**config.mk**
```make
export PLATFORM = sky130hd
export DESIGN_NAME = packet_retransmit_queue_top_flat
export DESIGN_NICKNAME = d
export VERILOG_FILES = /design/src/design/prq_pkg.sv /design/src/design/prq_in_if.sv /design/src/design/prq_out_if.sv /design/src/design/prq_cell.sv /design/src/design/packet_retransmit_queue_top.sv /design/src/flat_wrapper.sv
export SDC_FILE = /design/constraint.sdc
export NUM_CORES = 2
export LEC_CHECK = 0
export BUFFER_PORTS_ARGS = -buffer_cell sky130_fd_sc_hd__buf_2
export CAP_MARGIN = 10
export CELL_PAD_IN_SITES_DETAIL_PLACEMENT = 1
export CELL_PAD_IN_SITES_GLOBAL_PLACEMENT = 1
export CORE_MARGIN = 2
export CORE_UTILIZATION = 56
export CTS_BUF_LIST = sky130_fd_sc_hd__clkbuf_4
export DETAILED_ROUTE_END_ITERATION = 8
export PLACE_DENSITY = 0.83
export SYNTH_ARGS = -nofsm -noshare
export SYNTH_HDL_FRONTEND = slang
export SYNTH_SLANG_ARGS = --single-unit
```
**constraint.sdc**
```tcl
create_clock -name clk_i -period 9.14 [get_ports clk_i]
set_clock_uncertainty 0.2 [all_clocks]
set_input_delay 0.914 -clock clk_i [delete_from_list [all_inputs] [get_ports clk_i]]
set_output_delay 0.914 -clock clk_i [all_outputs]
set_load 0.02 [all_outputs]
```
**src/design/prq_pkg.sv**
```systemverilog
// Shared types and constants for the packet retransmit queue.
`default_nettype none
package prq_pkg;
  localparam int unsigned DepthDefault   = 32;
  localparam int unsigned KeepMaxDefault = 8;

  typedef enum logic [2:0] {
    FN_PUSH   = 3'd0,
    FN_POP    = 3'd1,
    FN_PEEK   = 3'd2,
    FN_LOOKUP = 3'd3,
    FN_TRUNC  = 3'd4,
    FN_KEEP   = 3'd5,
    FN_FILTER = 3'd6
  } func_e;

  typedef enum logic [1:0] {
    ST_OK   = 2'd0,
    ST_NONE = 2'd1,
    ST_FULL = 2'd2
  } status_e;

  typedef enum logic [1:0] {
    S_IDLE,
    S_SCAN,
    S_FILT,
    S_RESP
  } state_e;

  typedef struct packed {
    logic [15:0] id;
    logic [31:0] handle;
    logic [15:0] length;
  } entry_t;

  typedef struct packed {
    logic shift;
    logic load;
  } cell_ctrl_t;
endpackage
`default_nettype wire

```
**src/design/prq_in_if.sv**
```systemverilog
// Input channel: one queue operation per transfer.
`default_nettype none
interface prq_in_if;
  logic        valid;
  logic        ready;
  logic [2:0]  func;
  logic [15:0] pkt_id;
  logic [31:0] pkt_handle;
  logic [15:0] pkt_length;
  logic [5:0]  position;
  logic        clear_set;

  modport source (output valid, func, pkt_id, pkt_handle, pkt_length, position, clear_set,
                  input ready);
  modport sink (input valid, func, pkt_id, pkt_handle, pkt_length, position, clear_set,
                output ready);
endinterface
`default_nettype wire

```
**src/design/prq_out_if.sv**
```systemverilog
// Output channel: one result item per transfer.
`default_nettype none
interface prq_out_if;
  logic        valid;
  logic        ready;
  logic [1:0]  status;
  logic [15:0] out_id;
  logic [31:0] out_handle;
  logic [15:0] out_length;
  logic [4:0]  out_index;
  logic [5:0]  occupancy;
  logic        last;

  modport source (output valid, status, out_id, out_handle, out_length, out_index,
                  occupancy, last, input ready);
  modport sink (input valid, status, out_id, out_handle, out_length, out_index,
                occupancy, last, output ready);
endinterface
`default_nettype wire

```
**src/design/prq_cell.sv**
```systemverilog
// One queue cell: holds an entry, loads new data or takes its neighbor's entry.
`default_nettype none
module prq_cell (
  input  wire logic                clk_i,
  input  wire prq_pkg::cell_ctrl_t ctrl_i,
  input  wire prq_pkg::entry_t     nbr_i,
  input  wire prq_pkg::entry_t     load_i,
  output prq_pkg::entry_t          data_o
);
  import prq_pkg::*;

  entry_t data_q;

  always_ff @(posedge clk_i) begin
    if (ctrl_i.load) begin
      data_q <= load_i;
    end else if (ctrl_i.shift) begin
      data_q <= nbr_i;
    end
  end

  assign data_o = data_q;
endmodule
`default_nettype wire

```
**src/design/packet_retransmit_queue_top.sv**
```systemverilog
// Top level of the packet retransmit queue: cell row, keep set and sequencer.
//
//  channel | dir | handshake           | payload
//  in_i    | in  | valid/ready         | func, pkt_id, pkt_handle, pkt_length, position, clear_set
//  out_o   | out | valid/ready         | status, out_id, out_handle, out_length, out_index,
//          |     |                     | occupancy, last
//
// Push, pop, peek, truncate and keep are done in idle with a registered result. Lookup rotates the
// cell row once around, then gives its result. Filter rotates once to count survivors, then steps
// once per queued entry, putting survivors back at the tail and sending out each dropped entry.
// Reset clears the count, keep count, sequencer and output valid; cell contents are not reset.
// A stalled output holds filter drops and the result state; input needs idle and a free output.
`default_nettype none
module packet_retransmit_queue_top #(
  parameter int unsigned DEPTH    = prq_pkg::DepthDefault,
  parameter int unsigned KEEP_MAX = prq_pkg::KeepMaxDefault
) (
  input  wire logic clk_i,
  input  wire logic rst_ni,
  prq_in_if.sink    in_i,
  prq_out_if.source out_o
);
  import prq_pkg::*;

  localparam int unsigned CW = $clog2(DEPTH + 1);
  localparam int unsigned KW = $clog2(KEEP_MAX + 1);

  state_e state_q, state_d;
  logic [CW-1:0] cnt_q, cnt_d, step_q, step_d, tot_q, tot_d, nkeep_q, nkeep_d;
  logic [CW-1:0] rem_q, rem_d, fidx_q, fidx_d, ld_pos;
  logic [KW-1:0] kcnt_q, kcnt_d, kc, kw;
  logic          keep_we, found_q, found_d, ld_en, sh, hit, acc, out_free, filt_go;
  logic          scan_last, fstep_last, inr, ov_q, ov_d;
  logic [15:0]   keep_q [KEEP_MAX];
  logic [15:0]   id_q, id_d;
  func_e         func_q, func_d;
  entry_t        fent_q, fent_d, ld_data, head;
  entry_t        cell_out [DEPTH];
  cell_ctrl_t    ctrl [DEPTH];
  status_e       ost_q, ost_d;
  entry_t        oent_q, oent_d;
  logic [4:0]    oidx_q, oidx_d;
  logic [5:0]    oocc_q, oocc_d;
  logic          olast_q, olast_d;

  for (genvar i = 0; i < DEPTH; i++) begin : g_cell
    assign ctrl[i].shift = sh;
    assign ctrl[i].load  = ld_en && (ld_pos == CW'(i));
    prq_cell u_cell (
      .clk_i  (clk_i),
      .ctrl_i (ctrl[i]),
      .nbr_i  (cell_out[(i + 1) % DEPTH]),
      .load_i (ld_data),
      .data_o (cell_out[i])
    );
  end

  assign head       = cell_out[0];
  assign acc        = in_i.valid && in_i.ready;
  assign out_free   = !ov_q || out_o.ready;
  assign in_i.ready = (state_q == S_IDLE) && out_free;
  assign scan_last  = step_q == CW'(DEPTH - 1);
  assign fstep_last = step_q == tot_q - CW'(1);
  assign inr        = step_q < cnt_q;
  assign filt_go    = (state_q == S_FILT) && (hit || out_free);

  always_comb begin
    hit = 1'b0;
    for (int j = 0; j < KEEP_MAX; j++) begin
      if ((KW'(j) < kcnt_q) && (keep_q[j] == head.id)) hit = 1'b1;
    end
  end

  // Next state.
  always_comb begin
    state_d = state_q;
    case (state_q)
      S_IDLE: begin
        if (acc && (in_i.func == FN_LOOKUP || in_i.func == FN_FILTER)) state_d = S_SCAN;
      end
      S_SCAN: begin
        if (scan_last) begin
          if (func_q == FN_FILTER && nkeep_d != cnt_q) state_d = S_FILT;
          else state_d = S_RESP;
        end
      end
      S_FILT: begin
        if (filt_go && fstep_last) state_d = S_IDLE;
      end
      S_RESP: begin
        if (out_free) state_d = S_IDLE;
      end
      default: state_d = S_IDLE;
    endcase
  end

  // Datapath and result.
  always_comb begin
    cnt_d = cnt_q; step_d = step_q; tot_d = tot_q; nkeep_d = nkeep_q; rem_d = rem_q;
    fidx_d = fidx_q; found_d = found_q; fent_d = fent_q; kcnt_d = kcnt_q;
    id_d = id_q; func_d = func_q;
    kc = kcnt_q; kw = kcnt_q; keep_we = 1'b0;
    sh = 1'b0; ld_en = 1'b0; ld_pos = cnt_q; ld_data = '0;
    ov_d = ov_q && !out_o.ready;
    ost_d = ost_q; oent_d = oent_q; oidx_d = oidx_q; oocc_d = oocc_q; olast_d = olast_q;
    case (state_q)
      S_IDLE: begin
        if (acc) begin
          func_d  = func_e'(in_i.func);
          id_d    = in_i.pkt_id;
          step_d  = '0;
          found_d = 1'b0;
          nkeep_d = '0;
          ost_d   = ST_NONE;
          oent_d  = '0;
          oidx_d  = '0;
          olast_d = 1'b1;
          ov_d    = 1'b1;
          case (func_e'(in_i.func))
            FN_PUSH: begin
              if (int'(cnt_q) < int'(DEPTH)) begin
                ld_en   = 1'b1;
                ld_data = '{id: in_i.pkt_id, handle: in_i.pkt_handle, length: in_i.pkt_length};
                cnt_d   = cnt_q + CW'(1);
                ost_d   = ST_OK;
              end else begin
                ost_d = ST_FULL;
              end
            end
            FN_POP: begin
              if (cnt_q != '0) begin
                sh     = 1'b1;
                cnt_d  = cnt_q - CW'(1);
                ost_d  = ST_OK;
                oent_d = head;
              end
            end
            FN_PEEK: begin
              if (cnt_q != '0) begin
                ost_d  = ST_OK;
                oent_d = head;
              end
            end
            FN_TRUNC: begin
              if (int'(in_i.position) < int'(cnt_q)) begin
                cnt_d = CW'(in_i.position);
                ost_d = ST_OK;
              end
            end
            FN_KEEP: begin
              kc = in_i.clear_set ? '0 : kcnt_q;
              kcnt_d = kc;
              if (int'(kc) >= int'(KEEP_MAX)) begin
                ost_d = ST_FULL;
              end else begin
                keep_we = 1'b1;
                kw      = kc;
                kcnt_d  = kc + KW'(1);
                ost_d   = ST_OK;
              end
            end
            FN_LOOKUP, FN_FILTER: ov_d = 1'b0;
            default: ost_d = ST_NONE;
          endcase
          oocc_d = 6'(cnt_d);
        end
      end
      S_SCAN: begin
        // Rotate the whole row once; the head cell sees each position in turn.
        sh     = 1'b1;
        step_d = step_q + CW'(1);
        if (func_q == FN_LOOKUP && inr && !found_q && head.id == id_q) begin
          found_d = 1'b1;
          fent_d  = head;
          fidx_d  = step_q;
        end
        if (func_q == FN_FILTER && inr && hit) nkeep_d = nkeep_q + CW'(1);
        if (scan_last) begin
          step_d = '0;
          tot_d  = cnt_q;
          rem_d  = '0;
        end
      end
      S_FILT: begin
        if (filt_go) begin
          // Drop the head; a survivor goes back in at the tail.
          sh     = 1'b1;
          step_d = step_q + CW'(1);
          if (hit) begin
            ld_en   = 1'b1;
            ld_pos  = cnt_q - CW'(1);
            ld_data = head;
          end else begin
            cnt_d   = cnt_q - CW'(1);
            rem_d   = rem_q + CW'(1);
            ov_d    = 1'b1;
            ost_d   = ST_OK;
            oent_d  = head;
            oidx_d  = '0;
            oocc_d  = 6'(nkeep_q);
            olast_d = (rem_q + CW'(1)) == (tot_q - nkeep_q);
          end
        end
      end
      S_RESP: begin
        if (out_free) begin
          ov_d    = 1'b1;
          olast_d = 1'b1;
          oocc_d  = 6'(cnt_q);
          if (func_q == FN_LOOKUP && found_q) begin
            ost_d  = ST_OK;
            oent_d = fent_q;
            oidx_d = 5'(fidx_q);
          end else begin
            ost_d  = ST_NONE;
            oent_d = '0;
            oidx_d = '0;
          end
        end
      end
      default: ;
    endcase
  end

  always_ff @(posedge clk_i or negedge rst_ni) begin
    if (!rst_ni) begin
      state_q <= S_IDLE;
      cnt_q   <= '0;
      kcnt_q  <= '0;
      ov_q    <= 1'b0;
      step_q  <= '0;
      found_q <= 1'b0;
    end else begin
      state_q <= state_d;
      cnt_q   <= cnt_d;
      kcnt_q  <= kcnt_d;
      ov_q    <= ov_d;
      step_q  <= step_d;
      found_q <= found_d;
    end
  end

  always_ff @(posedge clk_i) begin
    tot_q   <= tot_d;
    nkeep_q <= nkeep_d;
    rem_q   <= rem_d;
    fidx_q  <= fidx_d;
    fent_q  <= fent_d;
    id_q    <= id_d;
    func_q  <= func_d;
    ost_q   <= ost_d;
    oent_q  <= oent_d;
    oidx_q  <= oidx_d;
    oocc_q  <= oocc_d;
    olast_q <= olast_d;
    for (int j = 0; j < KEEP_MAX; j++) begin
      if (keep_we && kw == KW'(j)) keep_q[j] <= id_d;
    end
  end

  assign out_o.valid      = ov_q;
  assign out_o.status     = ost_q;
  assign out_o.out_id     = oent_q.id;
  assign out_o.out_handle = oent_q.handle;
  assign out_o.out_length = oent_q.length;
  assign out_o.out_index  = oidx_q;
  assign out_o.occupancy  = oocc_q;
  assign out_o.last       = olast_q;

  a_cnt_bound: assert property (@(posedge clk_i) disable iff (!rst_ni)
    int'(cnt_q) <= int'(DEPTH)) else $error("entry count above depth");
  a_ready_idle: assert property (@(posedge clk_i) disable iff (!rst_ni)
    in_i.ready |-> state_q == S_IDLE) else $error("input ready outside idle");
  a_filt_shrink: assert property (@(posedge clk_i) disable iff (!rst_ni)
    state_q == S_FILT |=> cnt_q <= $past(cnt_q)) else $error("filter grew the queue");
  a_keep_bound: assert property (@(posedge clk_i) disable iff (!rst_ni)
    int'(kcnt_q) <= int'(KEEP_MAX)) else $error("keep count above limit");
endmodule
`default_nettype wire

```
**src/flat_wrapper.sv**
```systemverilog
// flat-port wrapper written by rule: the top's interface ports become plain ports
module packet_retransmit_queue_top_flat import prq_pkg::*;
#(
  parameter int unsigned DEPTH    = prq_pkg::DepthDefault,
  parameter int unsigned KEEP_MAX = prq_pkg::KeepMaxDefault
)
  (clk_i, rst_ni, in_i_valid, in_i_func, in_i_pkt_id, in_i_pkt_handle, in_i_pkt_length, in_i_position, in_i_clear_set, in_i_ready, out_o_valid, out_o_status, out_o_out_id, out_o_out_handle, out_o_out_length, out_o_out_index, out_o_occupancy, out_o_last, out_o_ready);
  prq_in_if in_i_i ();
  prq_out_if out_o_i ();
  input  wire logic clk_i;
  input  wire logic rst_ni;
  input wire logic [$bits(in_i_i.valid)-1:0] in_i_valid;
  input wire logic [$bits(in_i_i.func)-1:0] in_i_func;
  input wire logic [$bits(in_i_i.pkt_id)-1:0] in_i_pkt_id;
  input wire logic [$bits(in_i_i.pkt_handle)-1:0] in_i_pkt_handle;
  input wire logic [$bits(in_i_i.pkt_length)-1:0] in_i_pkt_length;
  input wire logic [$bits(in_i_i.position)-1:0] in_i_position;
  input wire logic [$bits(in_i_i.clear_set)-1:0] in_i_clear_set;
  output wire logic [$bits(in_i_i.ready)-1:0] in_i_ready;
  output wire logic [$bits(out_o_i.valid)-1:0] out_o_valid;
  output wire logic [$bits(out_o_i.status)-1:0] out_o_status;
  output wire logic [$bits(out_o_i.out_id)-1:0] out_o_out_id;
  output wire logic [$bits(out_o_i.out_handle)-1:0] out_o_out_handle;
  output wire logic [$bits(out_o_i.out_length)-1:0] out_o_out_length;
  output wire logic [$bits(out_o_i.out_index)-1:0] out_o_out_index;
  output wire logic [$bits(out_o_i.occupancy)-1:0] out_o_occupancy;
  output wire logic [$bits(out_o_i.last)-1:0] out_o_last;
  input wire logic [$bits(out_o_i.ready)-1:0] out_o_ready;
  assign in_i_i.valid = in_i_valid;
  assign in_i_i.func = in_i_func;
  assign in_i_i.pkt_id = in_i_pkt_id;
  assign in_i_i.pkt_handle = in_i_pkt_handle;
  assign in_i_i.pkt_length = in_i_pkt_length;
  assign in_i_i.position = in_i_position;
  assign in_i_i.clear_set = in_i_clear_set;
  assign in_i_ready = in_i_i.ready;
  assign out_o_valid = out_o_i.valid;
  assign out_o_status = out_o_i.status;
  assign out_o_out_id = out_o_i.out_id;
  assign out_o_out_handle = out_o_i.out_handle;
  assign out_o_out_length = out_o_i.out_length;
  assign out_o_out_index = out_o_i.out_index;
  assign out_o_occupancy = out_o_i.occupancy;
  assign out_o_last = out_o_i.last;
  assign out_o_i.ready = out_o_ready;
  packet_retransmit_queue_top #(.DEPTH(DEPTH), .KEEP_MAX(KEEP_MAX)) u_core (.clk_i(clk_i), .rst_ni(rst_ni), .in_i(in_i_i), .out_o(out_o_i));
endmodule
```
==> metrics <==
core area=0.181 mm2; Hold Path End=u_core.out_o.occupancy[2]$_DFFE_PP_; Synth cell types=81; fin. max-slew vios=60; Leak Pwr=37.6 nW; data required time at the worst endpoint=9960 ps; dpl cell area=0.105 mm2; Final Worst Setup Slack=1730 ps; Place WS=2230 ps; die footprint=0.186 mm2; Crit Path Class=reg -> reg; yosys warns=0; vias in the first global route=77160; Final ANT Viol Nets=0; most frequent cells in the layout=edfxtp_1, clkbuf_4, o22a_1; ys async rst share=0.840%; WP data arrival=8230 ps; CP max-delay cell=buf_4; reg2reg path depth=11; nets=6834; CTS tree=yes; residual DRC count=5; Final Hold Fails=0; Primary FF master, synth=edfxtp_1; r2r endpoint=u_core.g_cell[12].u_cell.data_o[19]$_DFFE_PP_; reg-to-reg startpoint=u_core.g_cell[0].u_cell.data_o[49]$_DFFE_PP_; Buffers on Ports=157; drt initial violations=14342; Syn Std Cell Area=0.102 mm2; Post-synth EDFFs=2338; Seq/Total Area, Yosys=69.6%; I/O Pins=158; HPWL after DPL=196000 um; Congestion Overflow GR=0; vias per std cell=7.90; post-route cell area=0.113 mm2; Synth-to-Final Area Change=10.9%; CTS Sinks=2380; Pwr Density=431 mW/mm2; initial antenna violation count=14; total power=48.8 mW; syn avg cell area=16.1 um2; family with the most delay on the worst path=simple AND/OR/NAND/NOR gates; crit-path cells=xor2_1 -> nor4_1 -> and4_4 -> a2111oi_4 -> and3_1 -> o2bb2ai_4 -> buf_4 -> nand3_1 -> and2_4 -> o21ai_4 -> buf_4; largest net degree at the start of global routing=144; First-pass DRT Iterations=9; Tightest Hold Check Type=in -> reg; gr usage total=43.3%; most common cell after layout, fill and taps aside=edfxtp_1; Max Cap Viol=1; Syn Inst Count=6363; slew at the pin closest to its max-slew limit=1560 ps; top cell type's share of synthesized area=68.7%; period utilization=81.0%; fraction of layout instances using a drive strength above 1=28.5%; FP Rows=156; Starting Density=56.5%; worst-path fanout max=41; post-synth top area cell=edfxtp_1; via count=75178; Setup TNS Final=0 ps; most frequent CP cell=buf_4; Setup-failing EPs final=0; root buf cell=clkbuf_4; Worst-path clk slew=70 ps; Setup crit start=u_core.g_cell[0].u_cell.data_o[49]$_DFFE_PP_; CTS buffer count=617; Die Wd=431 um; Wirelength per Cell=43.4 um; H-tree depth=6; GP Congestion=0.879; first-pass GRT wire length=576000 um; RSZ-0062 raised after global routing=false; Max-Slew Margin vs Limit=-4.13%; crit start category=register; CP peak stage delay=1060 ps; Worst setup EP type=register; chip height=431 um; Hold Path Stages=5; Max Buffers Root-to-Sink=4; top post-synthesis cells by area=edfxtp_1, mux2_2, o22a_1; status=finished, violations left; latest clock arrival within the worst-skew pair=1570 ps; post-CTS setup buffers=0; Buf/Inv on CP=2; Final min period=7410 ps; VDD IR-drop max=0.378 mV; failing checks=DRC, capacitance limit, slew limit; syn_nets=6469; Hold Path Origin=in_i_position[2]; Yosys reg bits=2380; Reg2Reg Setup Slack=1730 ps; top achievable clock speed=135 MHz; routed wire length=413000 um
==> worst max-delay path by stage <==
stage | end | slack (ps) | cells past startpoint
after floorplan | u_core.out_o.last$_SDFFCE_PN1P_ | 700 | 8
after CTS | u_core.g_cell[12].u_cell.data_o[19]$_DFFE_PP_ | 2030 | 11
final | u_core.g_cell[12].u_cell.data_o[19]$_DFFE_PP_ | 1730 | 11
after detailed placement | u_core.g_cell[12].u_cell.data_o[37]$_DFFE_PP_ | 2230 | 11
after global routing | u_core.g_cell[12].u_cell.data_o[19]$_DFFE_PP_ | 1740 | 11
after global placement | u_core.g_cell[12].u_cell.data_o[44]$_DFFE_PP_ | 2310 | 11
==> cell families after synthesis <==
family                     after synthesis  synth area share (%)
buffers and inverters                  656                  2.77
and+or+nand+nor                        634                  2.79
DFF                                   2380                  69.6
xor gates and xnor gates               179                  1.53
adders and majority gates               28                 0.350
AOI/OAI and AO/OA                     1751                  14.8
muxes                                  735                  8.09
==> flip-flops by register name (all words and copies together) (netlist names), 4 cells and up <==
name,flops
u_core.tot_q,6
u_core.g_cell.u_cell.data_o,2048
u_core.nkeep_q,6
u_core.out_o.out_id,16
u_core.out_o.out_index,5
u_core.fidx_q,5
u_core.kcnt_q,4
u_core.cnt_q,6
u_core.id_q,16
u_core.out_o.out_length,16
u_core.out_o.occupancy,6
u_core.fent_q,64
u_core.keep_q,128
u_core.out_o.out_handle,32
u_core.step_q,6
u_core.rem_q,6
==> through the flow <==
stage	hold WS (ps)	util (%)	instances
after floorplan	221	-	6363
after global placement	301	58.1	8419
after detailed placement	316	58.2	8420
after CTS	7.17	62.5	9490
after global routing	109	62.6	9510
final	94.4	62.6	9518
==> synth_stat cells (all sizes together) (38+ instances only) <==
master and instances:
nand2 344, clkbuf 351, o21ai 181, a22oi 38, mux2 723, nor2 110
o32a 464, edfxtp 2338, buf 277, o22a 720, xnor2 117, a21oi 38
a22o 159, xor2 62
==> what timing repair did <==
| action | 4_1_cts | 5_1_grt |
|---|---|---|
| gates resized for setup | 0 | 0 |
| endpoints found under the hold margin | 318 | 0 |
| hold buffers | 51 | 0 |
==> where the power goes <==
| group | switching (mW) | leakage (nW) | internal [mW] |
|---|---|---|---|
| clock | 5.43 | 4.38 | 4.56 |
| sequential | 3.26 | 22.7 | 20.7 |
| combinational | 10.5 | 10.5 | 4.37 |
| total | 19.2 | 37.6 | 29.7 |
==> cell type report <==
cell class                      instances  area (um2)
Antenna cell                           20        50.0
Clock buffer                          877        6580
Clock inverter                        142         723
Fill cell                           16100       67700
Inverter                               28         105
Multi-Input combinational cell       3327       28900
Sequential cell                      2380       71100
Tap cell                             2370        2970
Timing Repair Buffer                  374        2790
==> worst register-to-register path, stage by stage (launching register included) <==
cell and delay (ps):
edfxtp_1 920, xor2_1 170, nor4_1 780, and4_4 370, a2111oi_4 100, and3_1 320, o2bb2ai_4 210, buf_4 610
nand3_1 620, and2_4 530, o21ai_4 930, buf_4 1090
==> per-layer routing <==
layer,vias to the layer above,GRT usage (%),wire (um)
met2,8890,65.6,185000
met3,2519,15.5,62400
met1,36795,52.0,132000
li1,26950,-,-
met4,24,29.5,33600
met5,-,0.442,190
Power figures use the tool's default switching activity.
